**src/design/teg_pkg.sv**
```systemverilog
`timescale 1ns / 1ps
// Shared types, constants and tables for the text escape glyph renderer.
// No dependencies.
package teg_pkg;

    typedef struct packed {
        logic [7:0] text_byte;
        logic       end_of_text;
    } t_in_item;

    typedef struct packed {
        logic [7:0]  column_x;
        logic [7:0]  column_y;
        logic [1:0]  dot_scale;
        logic [7:0]  column_bits;
        logic [15:0] on_color;
        logic [15:0] off_color;
        logic        last_column;
    } t_out_item;

    typedef enum logic [2:0] {
        PH_IDLE, PH_SLASH, PH_DOLLAR, PH_DOLLAR_DIGIT, PH_HEX
    } t_phase;

    typedef enum logic [1:0] {
        ACT_NONE, ACT_GLYPH, ACT_NEWLINE, ACT_TAB
    } t_act_kind;

    typedef struct packed {
        t_act_kind  kind;
        logic [6:0] idx;
    } t_action;

    typedef enum logic [1:0] {
        S_IDLE, S_FETCH, S_EMIT
    } t_state;

    // Outcome of decoding one byte against the escape state.
    typedef struct packed {
        logic [7:0]        row;
        logic [7:0]        col;
        logic [23:0]       color;
        logic              scale_big;
        t_phase            phase;
        logic [7:0]        pend0;
        logic [7:0]        pend1;
        logic [23:0]       hex;
        t_action [3:0]     acts;
        logic [2:0]        act_cnt;
    } t_dec;

    localparam int unsigned MAX_ACTS = 4;
    localparam int unsigned COLS_PER_GLYPH = 5;
    localparam logic [1:0]  MAX_GLYPHS_OUT = 2'd3;

    localparam logic [23:0] COLOR_WHITE = 24'hFFFFFF;
    localparam logic [7:0]  QMARK_IDX = 8'd31;
    localparam logic [7:0]  SLASH_CH = 8'h2F;
    localparam logic [7:0]  DOLLAR_CH = 8'h24;

    function automatic logic [15:0] to565(input logic [23:0] c);
        to565 = {c[23:19], c[15:10], c[7:3]};
    endfunction

    // Named colors: {hit, rgb}
    function automatic logic [24:0] named_color(input logic [7:0] b);
        case (b)
            "r":      named_color = {1'b1, 24'hFF0000};
            "g":      named_color = {1'b1, 24'h00FF00};
            "b":      named_color = {1'b1, 24'h0000FF};
            "y":      named_color = {1'b1, 24'hFFFF00};
            "c":      named_color = {1'b1, 24'h00FFFF};
            "m":      named_color = {1'b1, 24'hFF00FF};
            "w", "k": named_color = {1'b1, COLOR_WHITE};
            "R":      named_color = {1'b1, 24'hFF7777};
            "G":      named_color = {1'b1, 24'h77FF77};
            "B":      named_color = {1'b1, 24'h7777FF};
            "o":      named_color = {1'b1, 24'hFF7700};
            "l":      named_color = {1'b1, 24'h77FF00};
            "t":      named_color = {1'b1, 24'h00FF77};
            "e":      named_color = {1'b1, 24'h0077FF};
            "p":      named_color = {1'b1, 24'h7700FF};
            "M":      named_color = {1'b1, 24'hFF0077};
            "A":      named_color = {1'b1, 24'h888888};
            "a":      named_color = {1'b1, 24'h444444};
            default:  named_color = 25'd0;
        endcase
    endfunction

    // Five columns per glyph, column 0 in the top byte.
    function automatic logic [39:0] glyph_cols(input logic [6:0] idx);
        case (idx)
            7'd0:  glyph_cols = 40'h0000000000;
            7'd1:  glyph_cols = 40'h0000FA0000;
            7'd2:  glyph_cols = 40'h00C000C000;
            7'd3:  glyph_cols = 40'h287C287C28;
            7'd4:  glyph_cols = 40'h6492FE924C;
            7'd5:  glyph_cols = 40'h4408102044;
            7'd6:  glyph_cols = 40'h0CF2AACA04;
            7'd7:  glyph_cols = 40'h0000C00000;
            7'd8:  glyph_cols = 40'h00007C8200;
            7'd9:  glyph_cols = 40'h00827C0000;
            7'd10: glyph_cols = 40'h54387C3854;
            7'd11: glyph_cols = 40'h10107C1010;
            7'd12: glyph_cols = 40'h0001020000;
            7'd13: glyph_cols = 40'h1010101010;
            7'd14: glyph_cols = 40'h0000020000;
            7'd15: glyph_cols = 40'h0408102040;
            7'd16: glyph_cols = 40'h7C8282827C;
            7'd17: glyph_cols = 40'h0042FE0200;
            7'd18: glyph_cols = 40'h42868A9262;
            7'd19: glyph_cols = 40'h448292926C;
            7'd20: glyph_cols = 40'h182848FE08;
            7'd21: glyph_cols = 40'hE4A2A2A29C;
            7'd22: glyph_cols = 40'h7C9292924C;
            7'd23: glyph_cols = 40'h80808E90E0;
            7'd24: glyph_cols = 40'h6C9292926C;
            7'd25: glyph_cols = 40'h649292927C;
            7'd26: glyph_cols = 40'h0000440000;
            7'd27: glyph_cols = 40'h0000460000;
            7'd28: glyph_cols = 40'h0000102844;
            7'd29: glyph_cols = 40'h2828282828;
            7'd30: glyph_cols = 40'h4428100000;
            7'd31: glyph_cols = 40'h40808A9060;
            7'd32: glyph_cols = 40'h7C82BAAA7A;
            7'd33: glyph_cols = 40'h7E9090907E;
            7'd34: glyph_cols = 40'hFE9292926C;
            7'd35: glyph_cols = 40'h7C82828244;
            7'd36: glyph_cols = 40'hFE82824438;
            7'd37: glyph_cols = 40'hFE92929282;
            7'd38: glyph_cols = 40'hFE90909080;
            7'd39: glyph_cols = 40'h7C8282925C;
            7'd40: glyph_cols = 40'hFE101010FE;
            7'd41: glyph_cols = 40'h0082FE8200;
            7'd42: glyph_cols = 40'h0082FC8000;
            7'd43: glyph_cols = 40'hFE10284482;
            7'd44: glyph_cols = 40'hFE02020202;
            7'd45: glyph_cols = 40'hFE402040FE;
            7'd46: glyph_cols = 40'hFE201008FE;
            7'd47: glyph_cols = 40'h7C8282827C;
            7'd48: glyph_cols = 40'hFE90909060;
            7'd49: glyph_cols = 40'h788484867C;
            7'd50: glyph_cols = 40'hFE90989462;
            7'd51: glyph_cols = 40'h649292924C;
            7'd52: glyph_cols = 40'h8080FE8080;
            7'd53: glyph_cols = 40'hFC020202FC;
            7'd54: glyph_cols = 40'hF00C020CF0;
            7'd55: glyph_cols = 40'hFE040804FE;
            7'd56: glyph_cols = 40'hC6281028C6;
            7'd57: glyph_cols = 40'hC0201E20C0;
            7'd58: glyph_cols = 40'h868A92A2C2;
            7'd59: glyph_cols = 40'h0000FE8200;
            7'd60: glyph_cols = 40'h4020100804;
            7'd61: glyph_cols = 40'h0082FE0000;
            7'd62: glyph_cols = 40'h2040804020;
            7'd63: glyph_cols = 40'h0101010101;
            7'd64: glyph_cols = 40'h0000C04000;
            7'd65: glyph_cols = 40'h042A2A2A1E;
            7'd66: glyph_cols = 40'hFE1212120C;
            7'd67: glyph_cols = 40'h1C22222214;
            7'd68: glyph_cols = 40'h0C121212FE;
            7'd69: glyph_cols = 40'h1C2A2A2A18;
            7'd70: glyph_cols = 40'h00107E9000;
            7'd71: glyph_cols = 40'h081515151E;
            7'd72: glyph_cols = 40'hFE1010100E;
            7'd73: glyph_cols = 40'h0022BE0200;
            7'd74: glyph_cols = 40'h0021BE0000;
            7'd75: glyph_cols = 40'hFE08140200;
            7'd76: glyph_cols = 40'h0082FE0200;
            7'd77: glyph_cols = 40'h1E100C100E;
            7'd78: glyph_cols = 40'h1E1010100E;
            7'd79: glyph_cols = 40'h1C2222221C;
            7'd80: glyph_cols = 40'h1F14141408;
            7'd81: glyph_cols = 40'h081414141F;
            7'd82: glyph_cols = 40'h3E08102020;
            7'd83: glyph_cols = 40'h122A2A2A24;
            7'd84: glyph_cols = 40'h00107E1200;
            7'd85: glyph_cols = 40'h1C0202021C;
            7'd86: glyph_cols = 40'h1804020418;
            7'd87: glyph_cols = 40'h1C021C021C;
            7'd88: glyph_cols = 40'h2214081422;
            7'd89: glyph_cols = 40'h1109060418;
            7'd90: glyph_cols = 40'h22262A3222;
            7'd91: glyph_cols = 40'h00106C8200;
            7'd92: glyph_cols = 40'h0000FE0000;
            7'd93: glyph_cols = 40'h00826C1000;
            7'd94: glyph_cols = 40'h1820100830;
            7'd95: glyph_cols = 40'h0E1222120E;
            7'd96: glyph_cols = 40'h7C7C7C7C7C;
            7'd97: glyph_cols = 40'h7C4444447C;
            7'd98: glyph_cols = 40'h387C7C7C38;
            default: glyph_cols = 40'h0000000000;
        endcase
    endfunction

endpackage

```
**src/design/teg_decode.sv**
```systemverilog
`timescale 1ns / 1ps
// Escape parser: one byte against the current escape state gives the new
// cursor/color state and a short list of glyph/newline/tab actions. Uses teg_pkg.
module teg_decode
    import teg_pkg::*;
#(
    parameter int unsigned GLYPH_COUNT    = 99,
    parameter int unsigned MAX_ROW_ESCAPE = 6
) (
    input  t_in_item    i_item,
    input  logic [7:0]  i_row,
    input  logic [7:0]  i_col,
    input  logic [23:0] i_color,
    input  logic        i_scale_big,
    input  t_phase      i_phase,
    input  logic [7:0]  i_pend0,
    input  logic [7:0]  i_pend1,
    input  logic [23:0] i_hex,
    output t_dec        o_dec
);

    localparam logic [7:0] ROW_DIGIT_MAX = 8'(48 + MAX_ROW_ESCAPE);
    localparam logic [7:0] GLYPH_LIMIT   = 8'(GLYPH_COUNT);

    function automatic logic [6:0] clamp_idx(input logic [7:0] idx);
        clamp_idx = (idx >= GLYPH_LIMIT || idx >= 8'd128) ? QMARK_IDX[6:0] : idx[6:0];
    endfunction

    function automatic logic [6:0] char_idx(input logic [7:0] b);
        logic [7:0] bb;
        bb = (b < 8'd32 || b >= 8'd128) ? 8'd63 : b;
        char_idx = clamp_idx(bb - 8'd32);
    endfunction

    function automatic t_action glyph_act(input logic [6:0] idx);
        glyph_act.kind = ACT_GLYPH;
        glyph_act.idx  = idx;
    endfunction

    function automatic t_action plain_act(input logic [7:0] b);
        plain_act.idx = char_idx(b);
        case (b)
            8'h0D:   plain_act.kind = ACT_NONE;
            8'h0A:   plain_act.kind = ACT_NEWLINE;
            8'h09:   plain_act.kind = ACT_TAB;
            default: plain_act.kind = ACT_GLYPH;
        endcase
    endfunction

    // Row escape with clamping; d is at most 15.
    function automatic logic [7:0] row_of(input logic [3:0] d, input logic big);
        logic [7:0] r;
        r = big ? 8'(1 + 18 * d) : 8'(1 + 9 * d);
        if (r > 8'd60 || (r >= 8'd54 && big))
            r = big ? 8'd36 : 8'd18;
        row_of = r;
    endfunction

    function automatic logic [3:0] hex_digit(input logic [7:0] b);
        logic [7:0] v;
        if (b >= "0" && b <= "9") v = b - "0";
        else if (b >= "A" && b <= "F") v = b - "A" + 8'd10;
        else v = b - "a" + 8'd10;
        hex_digit = v[3:0];
    endfunction

    t_dec       d;
    t_action    a;
    logic [7:0] b;
    logic [3:0] v;
    logic [24:0] nc;
    logic       is_hex;

    always_comb begin
        d         = '0;
        d.row     = i_row;
        d.col     = i_col;
        d.color   = i_color;
        d.scale_big = i_scale_big;
        d.phase   = i_phase;
        d.pend0   = i_pend0;
        d.pend1   = i_pend1;
        d.hex     = i_hex;
        b         = i_item.text_byte;
        a         = '0;
        v         = '0;
        nc        = named_color(b);
        is_hex    = (b >= "0" && b <= "9") || (b >= "A" && b <= "F")
                 || (b >= "a" && b <= "f");

        // escape phase plus the leftover plain byte handling
        case (i_phase)
            PH_SLASH: begin
                d.phase = PH_IDLE;
                if (b >= "0" && b <= ROW_DIGIT_MAX) begin
                    d.row = row_of(4'(b - "0"), i_scale_big);
                    d.col = 8'd1;
                end else if (b == "#") begin
                    d.phase = PH_HEX;
                    d.pend1 = 8'd0;
                    d.hex   = 24'd0;
                end else if (b == "S") begin
                    d.scale_big = 1'b1;
                end else if (b == "s") begin
                    d.scale_big = 1'b0;
                end else if (nc[24]) begin
                    d.color = nc[23:0];
                end else if (b == SLASH_CH) begin
                    d.acts[0] = glyph_act(char_idx(SLASH_CH));
                    d.act_cnt = 3'd1;
                end else if (b == "*") begin
                    d.acts[0] = glyph_act(clamp_idx(8'd98));
                    d.act_cnt = 3'd1;
                end else if (b == "q") begin
                    d.acts[0] = glyph_act(clamp_idx(8'd97));
                    d.act_cnt = 3'd1;
                end else if (b == "Q") begin
                    d.acts[0] = glyph_act(clamp_idx(8'd96));
                    d.act_cnt = 3'd1;
                end else begin
                    d.acts[0] = glyph_act(char_idx(SLASH_CH));
                    d.act_cnt = 3'd1;
                    if (b == SLASH_CH) d.phase = PH_SLASH;
                    else if (b == DOLLAR_CH) d.phase = PH_DOLLAR;
                    else begin
                        a = plain_act(b);
                        if (a.kind != ACT_NONE) begin
                            d.acts[1] = a;
                            d.act_cnt = 3'd2;
                        end
                    end
                end
            end
            PH_DOLLAR: begin
                if (b >= "0" && b <= ROW_DIGIT_MAX) begin
                    d.pend0 = b;
                    d.phase = PH_DOLLAR_DIGIT;
                end else begin
                    d.phase   = PH_IDLE;
                    d.acts[0] = glyph_act(char_idx(DOLLAR_CH));
                    d.act_cnt = 3'd1;
                    if (b == SLASH_CH) d.phase = PH_SLASH;
                    else if (b == DOLLAR_CH) d.phase = PH_DOLLAR;
                    else begin
                        a = plain_act(b);
                        if (a.kind != ACT_NONE) begin
                            d.acts[1] = a;
                            d.act_cnt = 3'd2;
                        end
                    end
                end
            end
            PH_DOLLAR_DIGIT: begin
                d.phase = PH_IDLE;
                if ((b >= "0" && b <= "9") || (b >= "A" && b <= "F")) begin
                    v     = hex_digit(b);
                    d.row = row_of(4'(i_pend0 - "0"), i_scale_big);
                    d.col = i_scale_big ? 8'(1 + 12 * v) : 8'(1 + 6 * v);
                end else begin
                    d.acts[0] = glyph_act(char_idx(DOLLAR_CH));
                    d.acts[1] = glyph_act(char_idx(i_pend0));
                    d.act_cnt = 3'd2;
                    if (b == SLASH_CH) d.phase = PH_SLASH;
                    else if (b == DOLLAR_CH) d.phase = PH_DOLLAR;
                    else begin
                        a = plain_act(b);
                        if (a.kind != ACT_NONE) begin
                            d.acts[2] = a;
                            d.act_cnt = 3'd3;
                        end
                    end
                end
            end
            PH_HEX: begin
                if (is_hex) d.hex = {i_hex[19:0], hex_digit(b)};
                d.pend1 = i_pend1 + 8'd1;
                if (d.pend1 >= 8'd6) begin
                    d.color = d.hex;
                    d.phase = PH_IDLE;
                end
            end
            default: begin
                d.phase = PH_IDLE;
                if (b == SLASH_CH) d.phase = PH_SLASH;
                else if (b == DOLLAR_CH) d.phase = PH_DOLLAR;
                else begin
                    a = plain_act(b);
                    if (a.kind != ACT_NONE) begin
                        d.acts[0] = a;
                        d.act_cnt = 3'd1;
                    end
                end
            end
        endcase

        // end of text resolves whatever escape is still open
        if (i_item.end_of_text) begin
            case (d.phase)
                PH_SLASH: begin
                    d.acts[d.act_cnt[1:0]] = glyph_act(char_idx(SLASH_CH));
                    d.act_cnt = d.act_cnt + 3'd1;
                end
                PH_DOLLAR: begin
                    d.acts[d.act_cnt[1:0]] = glyph_act(char_idx(DOLLAR_CH));
                    d.act_cnt = d.act_cnt + 3'd1;
                end
                PH_DOLLAR_DIGIT: begin
                    // only reachable with no prior actions
                    d.acts[0] = glyph_act(char_idx(DOLLAR_CH));
                    d.acts[1] = glyph_act(char_idx(d.pend0));
                    d.act_cnt = 3'd2;
                end
                PH_HEX: d.color = d.hex;
                default: ;
            endcase
            d.phase = PH_IDLE;
        end
        o_dec = d;
    end

endmodule

```
**config.mk**
```make
export PLATFORM = sky130hd
export DESIGN_NAME = teg_decode
export DESIGN_NICKNAME = d
export VERILOG_FILES = /design/src/design/teg_pkg.sv /design/src/design/teg_decode.sv
export SDC_FILE = /design/constraint.sdc
export NUM_CORES = 1
export LEC_CHECK = 0
export ABC_CLOCK_PERIOD_IN_PS = 6510
export BUFFER_PORTS_ARGS = -buffer_cell sky130_fd_sc_hd__clkbuf_2
export CAP_MARGIN = 10
export CORE_AREA = 10 10 108 110
export DETAILED_ROUTE_END_ITERATION = 12
export DIE_AREA = 0 0 118 120
export MAX_ROUTING_LAYER = met4
export PLACE_DENSITY = 0.92
export SLEW_MARGIN = 10
export SYNTH_ARGS = -nofsm -noshare
export SYNTH_HDL_FRONTEND = slang
export SYNTH_SLANG_ARGS = --single-unit
export TNS_END_PERCENT = 100
```
**constraint.sdc**
```tcl
create_clock -name vclk -period 6.51
set_clock_uncertainty 0.2 [all_clocks]
set_input_delay 0 -clock vclk [all_inputs]
set_output_delay 0 -clock vclk [all_outputs]
set_load 0.02 [all_outputs]
```
==> out/results.txt <==
Worst EP required = 6.31 ns
slowest stage cell on the critical path = nor3_1
final-stage net count = 1046
most frequent cells in the layout = 212 x clkbuf_2, 101 x nand2_1, 91 x nor2_1, 87 x o21ai_0, 57 x a21oi_1
CTS Hold Bufs = 0
post-cts resize count = 0
Worst path max stage delay = 0.44 ns
ant diodes = 0
die width = 118 microns
commonest non-fill, non-tap cell in the layout = clkbuf_2
run status = complete, no violations
IO Count = 216
Max-Cap Viols = 0
Max Fclk = 256.9 MHz
Reg area = 0 sq um
full die area = 14160 sq um
core area = 9549 sq um
Pwr Density = 77.14 nW/um^2
Pins Over Slew Limit = 0
Vias = 6820
Die Height = 120 microns
Period minus WS final = 3.893 ns
Warnings, synthesis = 0
arrival time worst endpoint = 3.69 ns
Final Hold Vio Count = 0
CP Cell Sequence = clkbuf_2, inv_1, ha_1, nand3_1, o21ai_0, a221oi_2, a21oi_1, nor3_1, nand2_1, a31oi_2, ha_1, nor3_1, nor4_1, o2bb2ai_1, clkbuf_2
Final Total Pwr = 0.4265 mW
GP Congestion = 1.016
setup TNS = 0 ns
DR iter-0 viols = 1128
proportion of layout cells with a drive suffix above 1 = 26.00%
type of origin of the critical path = input pin
Syn Std Cell Area = 4598 sq um
RSZ-0062 raised after global routing = false
largest net degree at the start of global routing = 39
Area Overhead vs Synth = 20.24%
critical path class = input pin to primary output
CP max FO = 17
Detailed Place HPWL = 15.27 mm
post-synthesis sequential area ratio = 0%
layout sequential cell count = 0
TritonRoute pass-1 iters = 7
initial antenna violation count = 0
grt ovf = 0
effective utilization at floorplan = 48.15%
Worst slew margin = 21.55%
via count of the first global-routing pass = 6124
# fillers = 975
Gate Count Post-Synth = 771
WL per Instance = 18.34 microns
IO Port Bufs = 212
Synth area leader = o21ai_0
footprint of the multi-input gates = 4193 sq um
FP Rows = 36
routed vias/inst = 6.458
Lkg Pwr = 2.661 nW
Post-CTS Setup Inserts = 0
Worst-Margin Slew = 1.174 ns
Routed WL = 19.36 mm
clock buffers = 0
Antenna Nets Post-Route = 0
Worst Setup End Kind = primary output
Residual DRC = 0
HP Class = input pin to primary output
post-synthesis cell type count = 85
synth top area cells = o21ai_0 9.6%, nand2_1 8.2%, nor2_1 7.4%
Max IR drop VDD = 0.04868 mV
top cell type's share of synthesized area = 9.578%
fin crit share = 59.80%
GRT Total Usage = 25.33%
endpoints failing setup = 0
mean post-synth cell area = 5.964 sq um
first-pass GRT wire length = 30.85 mm
[cell type report]
class              count  area share [%]
repair buffers       215           19.60
inverters             23           1.561
multi-input cells    685           75.83
well taps            133           3.010
[synth_stat cells, drive strengths merged (7+ instances only)]
cell / count
ha: 27
nand2b: 10
o21ai: 90
a22o: 24
a31oi: 19
nor2: 93
nor2b: 7
a21o: 9
o211ai: 10
clkbuf: 34
a21oi: 60
o31ai: 8
and2: 9
inv: 21
and3: 17
nor3: 20
nand3: 36
buf: 32
o22ai: 15
nand2: 101
mux2i: 16
xnor2: 10
[per-stage QoR]
step / instance area [sq um] / instances / util, % / setup WS [ns] / hold slack [ns]
2_1_floorplan: 4609 / 774 / - / 3.235 / -0.04196
3_3_place_gp: 5529 / 1056 / 57.90 / 2.865 / 0.1331
3_5_place_dp: 5529 / 1056 / 57.90 / 2.711 / 0.1340
4_1_cts: 5529 / 1056 / 57.90 / 2.716 / 0.1354
5_1_grt: 5529 / 1056 / 57.90 / 2.235 / 0.1569
6_report: 5529 / 1056 / 57.90 / 2.617 / 0.1319
[kinds of logic after synthesis]
logic type	Yosys count	synth area share, %
simple gates	327	34.56
compound gates	295	42.10
buf+inv	89	9.061
fa+ha+maj	29	8.000
mux	17	3.728
xor+xnor	13	2.476
other cells	1	0.08155
[critical path: cells and delay by family]
kind,cells,cell delay [ns]
buffers and inverters,3,0.57
AO/OA/AOI/OAI,5,1.10
AND/OR/NAND/NOR,5,1.32
adder cells (fa/ha/maj),2,0.69
[layer usage]
| layer | global-route usage [%] | share of wire, % |
|---|---|---|
| met4 | 6.878 | 2.9 |
| met1 | 31.77 | 39 |
| met3 | 2.532 | 9.4 |
| met2 | 42.51 | 48 |
| met5 | - | 0 |
[worst paths after layout]
path	startpoint	end	slack, ns	depth (start not counted)
worst min-delay path	i_pend1[7]	o_dec[70]	0.13	3
worst max-delay path	i_item[2]	o_dec[12]	2.62	15
[where the power goes]
group	leakage [nW]	internal [mW]	total [mW]	switching, mW
Clock	0	0	0	0
Combinational	2.66	0.151	0.426	0.275
Sequential	0	0	0	0
No activity file was read; power rests on OpenSTA's default activity.
